[src/arclru_pkg.sv]
// Shared types and constants for the associative result cache.
package arclru_pkg;

	// Store geometry.
	localparam int ENTRIES    = 16;
	localparam int KEY_BITS   = 64;
	localparam int KEY_PORT_W = 64;
	localparam int STAMP_W    = 32;
	localparam int CNT_W      = 32;
	localparam int IDX_W      = $clog2(ENTRIES);
	localparam int HW_W       = $clog2(ENTRIES + 1);
	localparam int CAP_W      = 5;
	localparam int HWC_W      = (HW_W > CAP_W) ? HW_W : CAP_W;
	localparam int CFG_IDX_W  = 1;
	localparam int CFG_DATA_W = 5;

	// Reset values of the configuration registers.
	localparam logic             ENABLE_RST   = 1'b1;
	localparam logic [CAP_W-1:0] CAPACITY_RST = CAP_W'(16);

	// Command codes.
	typedef enum logic [1:0] {
		CMD_GET   = 2'd0,
		CMD_SET   = 2'd1,
		CMD_CLEAR = 2'd2,
		CMD_NOP   = 2'd3
	} cmd_t;

	// Configuration register indexes.
	typedef enum logic [CFG_IDX_W-1:0] {
		REG_ENABLE   = 1'b0,
		REG_CAPACITY = 1'b1
	} cfg_reg_t;

	// Sequencer states.
	typedef enum logic [2:0] {
		ST_IDLE,
		ST_LOOK_RD,
		ST_LOOK_CMP,
		ST_EVICT_RD,
		ST_EVICT_CMP,
		ST_EVICT_DROP,
		ST_FILL,
		ST_DONE
	} state_t;

	// Operations of the shared compare unit.
	typedef enum logic {
		CMP_KEY_EQ,
		CMP_STAMP_LT
	} cmp_op_t;

	// One stored entry.
	typedef struct packed {
		logic [KEY_BITS-1:0] key;
		logic                result;
		logic [STAMP_W-1:0]  stamp;
	} entry_t;

	// Request from the sequencer to the entry store.
	typedef struct packed {
		logic             we;
		logic [IDX_W-1:0] waddr;
		entry_t           wdata;
		logic             re;
		logic [IDX_W-1:0] raddr;
	} store_req_t;

	// Operands for the shared compare unit.
	typedef struct packed {
		cmp_op_t             op;
		logic [KEY_BITS-1:0] key_a;
		logic [KEY_BITS-1:0] key_b;
		logic [STAMP_W-1:0]  stamp_a;
		logic [STAMP_W-1:0]  stamp_b;
	} cmp_req_t;

endpackage

[src/assoc_result_cache_lru.sv]
// Top level of the associative result cache with least-recently-used eviction.
//
//   channel  direction  handshake              payload
//   in       input      in_valid / in_ready    cmd, key_tag, store_value
//   out      output     out_valid / out_ready  hit, result_bit, hits_so_far, misses_so_far
//   cfg      input      cfg_valid / cfg_ready  cfg_index, cfg_data
//
// A get reads and compares each slot below the high-water count until a valid match. A
// set at capacity first scans those slots and drops the oldest stamp, then fills the first
// free slot. Clear, disabled commands and no-ops go straight to the final state. The scans
// share one read port and one compare unit.
// Reset clears the valid bits, counters and tick; the memory needs no clearing.
// in_ready is high only in idle, a result waiting on out_ready holds the final state,
// and configuration writes are always taken.
module assoc_result_cache_lru
	import arclru_pkg::*;
(
	input  logic                  clk,
	input  logic                  arst_n,
	input  logic                  in_valid,
	output logic                  in_ready,
	input  logic [1:0]            cmd,
	input  logic [KEY_PORT_W-1:0] key_tag,
	input  logic                  store_value,
	output logic                  out_valid,
	input  logic                  out_ready,
	output logic                  hit,
	output logic                  result_bit,
	output logic [CNT_W-1:0]      hits_so_far,
	output logic [CNT_W-1:0]      misses_so_far,
	input  logic                  cfg_valid,
	output logic                  cfg_ready,
	input  logic [CFG_IDX_W-1:0]  cfg_index,
	input  logic [CFG_DATA_W-1:0] cfg_data
);

	state_t state_q, state_d;

	logic               enable_q;
	logic [CAP_W-1:0]   capacity_q;
	logic [ENTRIES-1:0] valid_q;
	logic [HW_W-1:0]    hw_q;
	logic [CNT_W-1:0]   hit_cnt_q;
	logic [CNT_W-1:0]   miss_cnt_q;
	logic [STAMP_W-1:0] tick_q;

	logic [KEY_BITS-1:0] key_q;
	logic                val_q;
	logic [HW_W-1:0]     idx_q;
	logic                have_q;
	logic [IDX_W-1:0]    pick_q;
	logic [STAMP_W-1:0]  best_q;
	logic                res_hit_q;
	logic                res_bit_q;

	logic               out_valid_q;
	logic               out_hit_q;
	logic               out_bit_q;
	logic [CNT_W-1:0]   out_hits_q;
	logic [CNT_W-1:0]   out_misses_q;

	store_req_t store_req;
	entry_t     rdata;
	cmp_req_t   cmp_req;
	logic       cmp_true;

	logic             in_acc;
	logic             out_free;
	logic             scan_end;
	logic             need_evict;
	logic             cur_valid;
	logic             fill_found;
	logic [IDX_W-1:0] fill_idx;

	arclru_store u_store (
		.clk   (clk),
		.req   (store_req),
		.rdata (rdata)
	);

	arclru_cmp u_cmp (
		.req    (cmp_req),
		.result (cmp_true)
	);

	assign in_ready  = (state_q == ST_IDLE);
	assign in_acc    = in_valid && in_ready;
	assign cfg_ready = 1'b1;
	assign out_free  = !out_valid_q || out_ready;
	assign scan_end  = (idx_q >= hw_q);
	assign cur_valid = valid_q[idx_q[IDX_W-1:0]];
	assign need_evict = (HWC_W'(hw_q) >= HWC_W'(capacity_q));

	// First free slot over the whole store.
	always_comb begin
		fill_found = 1'b0;
		fill_idx   = '0;
		for (int i = ENTRIES - 1; i >= 0; i--) begin
			if (!valid_q[i]) begin
				fill_found = 1'b1;
				fill_idx   = IDX_W'(i);
			end
		end
	end

	// Next state.
	always_comb begin
		state_d = state_q;
		case (state_q)
			ST_IDLE: begin
				if (in_acc) begin
					case (cmd_t'(cmd))
						CMD_GET: state_d = enable_q ? ST_LOOK_RD : ST_DONE;
						CMD_SET: begin
							if (!enable_q) begin
								state_d = ST_DONE;
							end else if (need_evict) begin
								state_d = ST_EVICT_RD;
							end else begin
								state_d = ST_FILL;
							end
						end
						default: state_d = ST_DONE;
					endcase
				end
			end
			ST_LOOK_RD:    state_d = scan_end ? ST_DONE : ST_LOOK_CMP;
			ST_LOOK_CMP:   state_d = (cur_valid && cmp_true) ? ST_DONE : ST_LOOK_RD;
			ST_EVICT_RD:   state_d = scan_end ? ST_EVICT_DROP : ST_EVICT_CMP;
			ST_EVICT_CMP:  state_d = ST_EVICT_RD;
			ST_EVICT_DROP: state_d = ST_FILL;
			ST_FILL:       state_d = ST_DONE;
			ST_DONE:       state_d = out_free ? ST_IDLE : ST_DONE;
			default:       state_d = ST_IDLE;
		endcase
	end

	// Store and compare-unit controls.
	always_comb begin
		store_req       = '0;
		store_req.raddr = idx_q[IDX_W-1:0];
		cmp_req         = '0;
		cmp_req.key_a   = rdata.key;
		cmp_req.key_b   = key_q;
		cmp_req.stamp_a = rdata.stamp;
		cmp_req.stamp_b = best_q;
		case (state_q)
			ST_LOOK_RD, ST_EVICT_RD: begin
				store_req.re = !scan_end;
			end
			ST_LOOK_CMP: begin
				cmp_req.op = CMP_KEY_EQ;
				// A hit refreshes the entry's stamp.
				store_req.we           = cur_valid && cmp_true;
				store_req.waddr        = idx_q[IDX_W-1:0];
				store_req.wdata.key    = rdata.key;
				store_req.wdata.result = rdata.result;
				store_req.wdata.stamp  = tick_q;
			end
			ST_EVICT_CMP: begin
				cmp_req.op = CMP_STAMP_LT;
			end
			ST_FILL: begin
				store_req.we           = fill_found;
				store_req.waddr        = fill_idx;
				store_req.wdata.key    = key_q;
				store_req.wdata.result = val_q;
				store_req.wdata.stamp  = tick_q;
			end
			default: begin
				store_req.re = 1'b0;
			end
		endcase
	end

	// State register.
	always_ff @(posedge clk or negedge arst_n) begin
		if (!arst_n) begin
			state_q <= ST_IDLE;
		end else begin
			state_q <= state_d;
		end
	end

	// Configuration registers.
	always_ff @(posedge clk or negedge arst_n) begin
		if (!arst_n) begin
			enable_q   <= ENABLE_RST;
			capacity_q <= CAPACITY_RST;
		end else if (cfg_valid && cfg_ready) begin
			case (cfg_reg_t'(cfg_index))
				REG_ENABLE:   enable_q   <= cfg_data[0];
				REG_CAPACITY: capacity_q <= cfg_data[CAP_W-1:0];
				default:      enable_q   <= enable_q;
			endcase
		end
	end

	// Cache control state: valid bits, high-water count, counters and tick.
	always_ff @(posedge clk or negedge arst_n) begin
		if (!arst_n) begin
			valid_q    <= '0;
			hw_q       <= '0;
			hit_cnt_q  <= '0;
			miss_cnt_q <= '0;
			tick_q     <= '0;
			idx_q      <= '0;
			have_q     <= 1'b0;
			res_hit_q  <= 1'b0;
			res_bit_q  <= 1'b0;
		end else begin
			case (state_q)
				ST_IDLE: begin
					idx_q     <= '0;
					have_q    <= 1'b0;
					res_hit_q <= 1'b0;
					res_bit_q <= 1'b0;
					if (in_acc && (cmd_t'(cmd) == CMD_CLEAR)) begin
						valid_q    <= '0;
						hw_q       <= '0;
						hit_cnt_q  <= '0;
						miss_cnt_q <= '0;
					end
				end
				ST_LOOK_RD: begin
					if (scan_end) begin
						miss_cnt_q <= miss_cnt_q + CNT_W'(1);
					end
				end
				ST_LOOK_CMP: begin
					if (cur_valid && cmp_true) begin
						hit_cnt_q <= hit_cnt_q + CNT_W'(1);
						res_hit_q <= 1'b1;
						res_bit_q <= rdata.result;
					end else begin
						idx_q <= idx_q + HW_W'(1);
					end
				end
				ST_EVICT_CMP: begin
					// The first slot with the strictly smallest stamp wins.
					if (cur_valid && (!have_q || cmp_true)) begin
						have_q <= 1'b1;
					end
					idx_q <= idx_q + HW_W'(1);
				end
				ST_EVICT_DROP: begin
					if (have_q) begin
						valid_q[pick_q] <= 1'b0;
					end
				end
				ST_FILL: begin
					if (fill_found) begin
						valid_q[fill_idx] <= 1'b1;
						if (HW_W'(fill_idx) >= hw_q) begin
							hw_q <= HW_W'(fill_idx) + HW_W'(1);
						end
					end
				end
				ST_DONE: begin
					if (out_free) begin
						tick_q <= tick_q + STAMP_W'(1);
					end
				end
				default: begin
					idx_q <= idx_q;
				end
			endcase
		end
	end

	// Item capture and eviction candidate; payload only.
	always_ff @(posedge clk) begin
		if (in_acc) begin
			key_q <= key_tag[KEY_BITS-1:0];
			val_q <= store_value;
		end
		if (state_q == ST_EVICT_CMP && cur_valid && (!have_q || cmp_true)) begin
			pick_q <= idx_q[IDX_W-1:0];
			best_q <= rdata.stamp;
		end
	end

	// Output word register.
	always_ff @(posedge clk or negedge arst_n) begin
		if (!arst_n) begin
			out_valid_q <= 1'b0;
		end else if (state_q == ST_DONE && out_free) begin
			out_valid_q <= 1'b1;
		end else if (out_ready) begin
			out_valid_q <= 1'b0;
		end
	end

	always_ff @(posedge clk) begin
		if (state_q == ST_DONE && out_free) begin
			out_hit_q    <= res_hit_q;
			out_bit_q    <= res_bit_q;
			out_hits_q   <= hit_cnt_q;
			out_misses_q <= miss_cnt_q;
		end
	end

	assign out_valid     = out_valid_q;
	assign hit           = out_hit_q;
	assign result_bit    = out_bit_q;
	assign hits_so_far   = out_hits_q;
	assign misses_so_far = out_misses_q;

endmodule

[src/arclru_store.sv]
// Entry memory: one write port and one registered read port.
module arclru_store
	import arclru_pkg::*;
(
	input  logic       clk,
	input  store_req_t req,
	output entry_t     rdata
);

	entry_t mem [ENTRIES];
	entry_t rdata_q;

	// Write port.
	always_ff @(posedge clk) begin
		if (req.we) begin
			mem[req.waddr] <= req.wdata;
		end
	end

	// Registered read port.
	always_ff @(posedge clk) begin
		if (req.re) begin
			rdata_q <= mem[req.raddr];
		end
	end

	assign rdata = rdata_q;

endmodule

[src/arclru_cmp.sv]
// Shared compare unit: key equality or unsigned stamp ordering.
module arclru_cmp
	import arclru_pkg::*;
(
	input  cmp_req_t req,
	output logic     result
);

	always_comb begin
		case (req.op)
			CMP_KEY_EQ:   result = (req.key_a == req.key_b);
			CMP_STAMP_LT: result = (req.stamp_a < req.stamp_b);
			default:      result = 1'b0;
		endcase
	end

endmodule

[config.mk]
export PLATFORM = sky130hd
export DESIGN_NAME = assoc_result_cache_lru
export DESIGN_NICKNAME = d
export VERILOG_FILES = /design/src/arclru_pkg.sv /design/src/assoc_result_cache_lru.sv /design/src/arclru_store.sv /design/src/arclru_cmp.sv
export SDC_FILE = /design/constraint.sdc
export NUM_CORES = 2
export LEC_CHECK = 0
export BUFFER_PORTS_ARGS = -buffer_cell sky130_fd_sc_hd__buf_2
export CORE_AREA = 5 5 331 496
export DETAILED_ROUTE_END_ITERATION = 8
export DIE_AREA = 0 0 336 501
export PLACE_DENSITY = 0.62
export SLEW_MARGIN = 10
export SYNTH_ARGS = -nofsm -noshare
export SYNTH_HDL_FRONTEND = slang
export SYNTH_SLANG_ARGS = --single-unit
export TNS_END_PERCENT = 20
[constraint.sdc]
create_clock -name clk -period 9.4 [get_ports clk]
set_input_delay 0.47 -clock clk [delete_from_list [all_inputs] [get_ports clk]]
set_output_delay 0.47 -clock clk [all_outputs]
set_load 0.03 [all_outputs]
Word-level counts from Yosys, hierarchy flattened
Memory sizes are Yosys's and may differ from the RTL's. A register that Yosys moved wholly into a read port is not among the register bits.
Cells that the tools add are included.
{ "totals": {"in_bits": 78, "elab_cells": 171, "register_bits": 302, "memories": 1, "output_inout_bits": 69, "latch_bits": 0, "romBits": 0, "mem_bits_rw": 1552} }
{ "mem_list": {"columns": ["memory", "words", "width", "rd", "rd_clocked_by_memory_dff", "wr", "line_no", "text"], "rows": [
  ["u_store.mem", 16, 97, 1, 1, 1, "arclru_store.sv:10", "entry_t mem [ENTRIES];"]
]} }
{ "classes": {"eq_ne": 19, "bitwise_logic": 5, "n_shift": 0, "multipliers": 0, "div_mod_pow": 0, "addsub": 5, "muxes": 77, "n_lt_le_gt_ge": 9, "n_reduce_logical": 34} }
{ "ops": {"columns": ["op", "n"], "rows": [
  ["102-bit one-hot mux with 2 select lines", 1],
  ["32-bit one-hot mux with 2 select lines", 2],
  ["32-bit by 1-bit adder with 32-bit output (second input constant)", 3],
  ["32-bit 2-to-1 mux", 3],
  ["64-bit == test", 1],
  ["4-bit 2-to-1 mux", 16],
  ["16-bit 2-to-1 mux", 3],
  ["16-bit one-hot mux with 3 select lines", 1],
  ["32-bit less-than comparator", 1],
  ["1-bit 2-to-1 mux", 29],
  ["3-bit one-hot mux with 8 select lines", 1],
  ["3-bit 2-to-1 mux", 7],
  ["5-bit 2-to-1 mux", 4],
  ["16-bit bitwise AND", 1],
  ["16-bit inverter", 1],
  ["16-bit bitwise OR", 1],
  ["4-bit by 5-bit less-than comparator with 1-bit output (second input constant)", 3],
  ["5-bit one-hot mux with 3 select lines", 1],
  ["2-bit inequality test (second input constant)", 7],
  ["3-bit == test (second input constant)", 4],
  ["2-bit AND reduction", 6],
  ["5-bit >= comparator", 2],
  ["5-bit one-hot mux with 2 select lines", 1],
  ["2-bit nonzero test", 5],
  ["other kinds (23)", 45]
]} }

Depth between registers and ports, before layout
{ "depth": {"ltp_word": 23, "mapped_depth": 15, "ltp_nobuf": 12} }

Hierarchy
From an unflattened synthesis, not the netlist that was laid out.
{ "unflattened": {"hier_cells": 3798, "hier_area_um2": 75710.1} }
{ "by_module_without_submodules": {"columns": ["mod", "area_each_um2", "seq_area_each_um2", "cells_per_inst", "instances"], "rows": [
  ["arclru_store", 60840.9, 49517.5, 2484, 1],
  ["assoc_result_cache_lru", 13347.8, 8395.6, 1103, 1],
  ["arclru_cmp", 1521.5, 0.0, 211, 1]
]} }

Worst setup path before layout
No wires, ideal clock.
{ "synth_timing": {"path_type": "register -> register", "start": "register idx_q[0]", "end": "register u_store.rdata[0] (netlist name)", "slack_ns": -0.875, "path_buffers": 3, "path_stages_with_launch": 12, "arrival_time_ns": 9.583, "setup_ns": 0.692, "cell_sequence": "dfrtp_1 -> buf_2 -> clkbuf_1 -> buf_1 -> inv_1 -> ha_1 -> nand2b_1 -> a21o_1 -> a21o_1 -> a21o_1 -> a21o_1 -> nor3b_1"} }
{ "synth_rtl": {"columns": ["item", "line_no", "text"], "rows": [
  ["start: declaration", "assoc_result_cache_lru.sv:49", "logic [HW_W-1:0] idx_q;"],
  ["start signal: assignment", "assoc_result_cache_lru.sv:236", "idx_q <= idx_q + HW_W'(1);"],
  ["start signal: assignment", "assoc_result_cache_lru.sv:244", "idx_q <= idx_q + HW_W'(1);"],
  ["start signal: assignment", "assoc_result_cache_lru.sv:265", "idx_q <= idx_q;"]
]} }

Worst setup path in the final report
{ "layout_timing": {"start": "register key_q[22]", "end": "memory u_store.mem[0][52] (netlist name), enable pin"} }
{ "layout_between": {"elab_chain_cells": 6} }
{ "layout_rtl": {"columns": ["item", "line_no", "text"], "rows": [
  ["start: declaration", "assoc_result_cache_lru.sv:47", "logic [KEY_BITS-1:0] key_q;"],
  ["start signal: assignment", "assoc_result_cache_lru.sv:274", "key_q <= key_tag[KEY_BITS-1:0];"],
  ["64-bit == test", "arclru_cmp.sv:11", "CMP_KEY_EQ: result = (req.key_a == req.key_b);"],
  ["1-bit one-hot mux with 2 select lines", "arclru_cmp.sv:10", "case (req.op)"],
  ["1-bit logical AND", "assoc_result_cache_lru.sv:154", "store_req.we = cur_valid && cmp_true;"],
  ["102-bit one-hot mux with 2 select lines", "assoc_result_cache_lru.sv:147", "case (state_q)"],
  ["1-bit 2-to-1 mux", "arclru_store.sv:15", "if (req.we) begin"],
  ["1-bit 2-to-1 mux (not written as such)", "arclru_store.sv:16", "mem[req.waddr] <= req.wdata;"],
  ["end: declaration", "arclru_store.sv:10", null]
]} }
No other way between the ends.

==> summary.md <==
| Metric | Value |
|---|---|
| Ys async rst share | under 10% |
| Crit. End Element | flop |
| YS warnings | 0 |
| Placement Cell Area | 0.0795 sq mm |
| Vias | approximately 37000 |
| GRT overflow | 0 |
| Max-cap viol count | 0 |
| First-pass GRT wire length | roughly 260 mm |
| CTS tree | yes |
| Status | finished, final reports clean |
| Clock Path Buffers | 3 |
| Port Buffers | around 150 |
| Leakage | approximately 28 nW |
| Pre-CTS WS | a little under 4 ns |
| EDFF count, synth | ~1800 |
| DRT antenna net count | 0 |
| Nets@finish | about 4000 |
| Clock Pin Slew Worst Setup and Hold Paths | 0.06 ns |
| RSZ-0062 raised after global routing | false |
| Tcrit/Tclk final | between 50% and 60% |
| FF+latch count, synth | 1951 |
| Cts hold-fix bufs | 75 |
| Worst slew pin tran | around 1.4 ns |
| Vias in the first global route | 37887 |
| Mapped Cells | roughly 3600 |
| Root buffer selected by CTS | clkbuf_16 |
| Total GRT Usage | 21.1% |
| Num CTS Buffers | about 180 |
| Critical path type | flop to flop |
| Hpwl dp | between 90 and 100 mm |
| Synth Cell Area | roughly 0.076 sq mm |
| Row count | 180 |
| Avg Cell Area, Syn | about 21 sq um |
| Final setup fails | 0 |
| Worst min-delay path class | input pin to flop |
| H-tree Lvls | 4 |
| # Post-CTS Setup Buffers | 0 |
| Fillers | roughly 12000 |
| Fin worst setup slack | just over 4 ns |
| Largest net degree at the start of global routing | around 150 |
| Final hold violation count | 0 |
| Residual DRC count | 0 |
| Die ar. | 0.168 sq mm |
| Area grow syn2layout | 13.5% |
| Core Footprint | between 0.15 and 0.2 sq mm |
| Commonest non-fill, non-tap cell in the layout | edfxtp_1 |
| Multi-input logic area | approximately 0.017 sq mm |
| CP Max Fanout | 42 |
| Final setup skew | around 0.034 ns |
| Power Dens Cells | slightly below 300 mW/mm^2 |
| Via density | between 5 and 6 |
| Post_cts resized | 0 |
| Die W | around 340 um |
| Design area | between 0.08 and 0.09 sq mm |
| Worst IR Drop VDD | 0.286 mV |
| CTS sink cnt | 1951 |
| DR pass1 iterations | 6 |
| DP Cell Count | 5742 |
| IO Pins | ~150 |
| Initial antenna violation count | 8 |
| Reg area | between 0.05 and 0.06 sq mm |
| GP Congestion | roughly 0.8 |
| Fraction of layout cells with a size suffix above 1 | 25.3% |
| Initial Util | ~48% |
| Fin crit period | 5.38 ns |
| 1st-iter DRT viols | approximately 3600 |
| Die Y | roughly 500 um |
| WL per Instance | between 20 and 30 um |
| Post-synth cell types | 70 |
| Most frequent cells in the layout | edfxtp_1 (1816), mux4_2 (490), clkbuf_16 (178), buf_2 (144), dfrtp_1 (129) |
| Worst skew pair latency | just over 0.8 ns |
| Critical path required time | 9.82 ns |
| Worst Setup Start Kind | flop |
| Prevailing post-synth register cell | edfxtp_1 |
| Max Fclk | ~0.19 GHz |
| CP arrival | about 5.8 ns |
| WL final | between 150 and 200 mm |
| Max Slew Vio Count | 0 |
| Final std cells w/o fill | 6142 |
| Seq/Total Area, Yosys | 76.3% |
| Syn_nets | 3723 |
| Worst relative slew slack | ~9% |
[critical path: stages, from the launching register on]
cell and delay [ns]:
edfxtp_1 0.42, xor2_1 0.19, nor4_1 0.75, nand4_1 0.25, nor4_1 0.60, and4b_1 0.54
o21ai_2 0.12, a2bb2oi_1 0.27, nor3_2 0.29, buf_4 0.74, buf_4 0.79
[path summary, 6_finish.rpt]
kind | depth (start not counted) | start | endpoint | slack, ns
worst min register to register | 0 | u_store.rdata[4]$_DFFE_PP_ | best_q[4]$_DFFE_PP_ | 0.45
worst min-delay path | 1 | key_tag[49] | key_q[49]$_DFFE_PP_ | 0.08
worst max-delay path | 10 | key_q[22]$_DFFE_PP_ | u_store.mem[0][52]$_DFFE_PP_ | 4.02
max in group asynchronous | 3 | arst_n | idx_q[3]$_DFFE_PN0P_ | 7.72
min in group asynchronous | 2 | arst_n | hit_cnt_q[30]$_DFFE_PN0P_ | 0.29
worst max register to register | 10 | key_q[22]$_DFFE_PP_ | u_store.mem[0][52]$_DFFE_PP_ | 4.02
[Yosys cell counts (29+ instances only)]
master	count	area [sq um]
nand4_1	42	263
a21oi_1	78	390
mux4_2	490	11000
dfrtp_1	133	3330
inv_1	89	334
nand3_1	43	215
edfxtp_1	1816	54500
o21ai_0	58	290
xor2_1	46	403
nand2_1	86	323
clkbuf_1	109	409
ha_1	50	626
nor2_1	73	274
xnor2_1	63	552
a22o_1	60	526
nor3_1	29	145
and2_1	36	225
buf_1	45	169
[cell type report]
class	count	share of cell area, %
repair buffers	295	2.52
flip-flops and latches	1951	67.2
clock buffers	211	5.34
inverters	89	0.388
diodes	4	0.0116
clock inverters	110	1.45
well taps	2093	3.04
multi-input cells	1389	20.0
[flip-flops by register name (all words and copies together) (netlist names), 16 cells and up]
register	count
best_q	32
hit_cnt_q	32
hits_so_far	32
key_q	64
miss_cnt_q	32
misses_so_far	32
tick_q	32
u_store.mem	1552
u_store.rdata	97
valid_q	16
[metrics by stage]
step | hold slack [ns] | total power [W] | TNS (ns) | util (%)
final | 0.0813 | 0.0249 | 0 | 54.0
after global routing | 0.0666 | 0.0260 | 0 | 54.0
after CTS | 0.0263 | 0.0252 | 0 | 54.0
after detailed placement | 0.427 | 0.0179 | 0 | 49.9
after global placement | 0.429 | 0.0178 | 0 | 49.9
after floorplan | 0.174 | 0.0159 | -538.20 | -
[metal layers]
metal	GRT usage, %	vias up	part of all wire [%]
met1	28.8	19614	41
met5	0	-	0.0074
met3	3.00	230	5.5
met2	36.0	1167	51
li1	-	15509	-
met4	6.01	2	2.4
[power breakdown]
| group | internal (W) | switching, W | total, W |
|---|---|---|---|
| clock | 0.00417 | 0.00316 | 0.00732 |
| sequential | 0.0111 | 0.000555 | 0.0116 |
| combinational | 0.00257 | 0.00342 | 0.00599 |
[cells by family (layout without fill, tap and decap cells)]
| kind of cell | Yosys count | after routing | share of synthesized area (%) |
|---|---|---|---|
| AOI/OAI and AO/OA | 310 | 310 | 2.77 |
| xor gates and xnor gates | 109 | 109 | 1.26 |
| adders and majority gates | 51 | 51 | 0.837 |
| buffers and inverters | 255 | 705 | 1.30 |
| DFF | 1951 | 1951 | 76.3 |
| muxes | 503 | 503 | 14.7 |
| other | 1 | 5 | 0.00494 |
| and+or+nand+nor | 415 | 415 | 2.85 |
No activity file was read; power rests on OpenSTA's default activity.
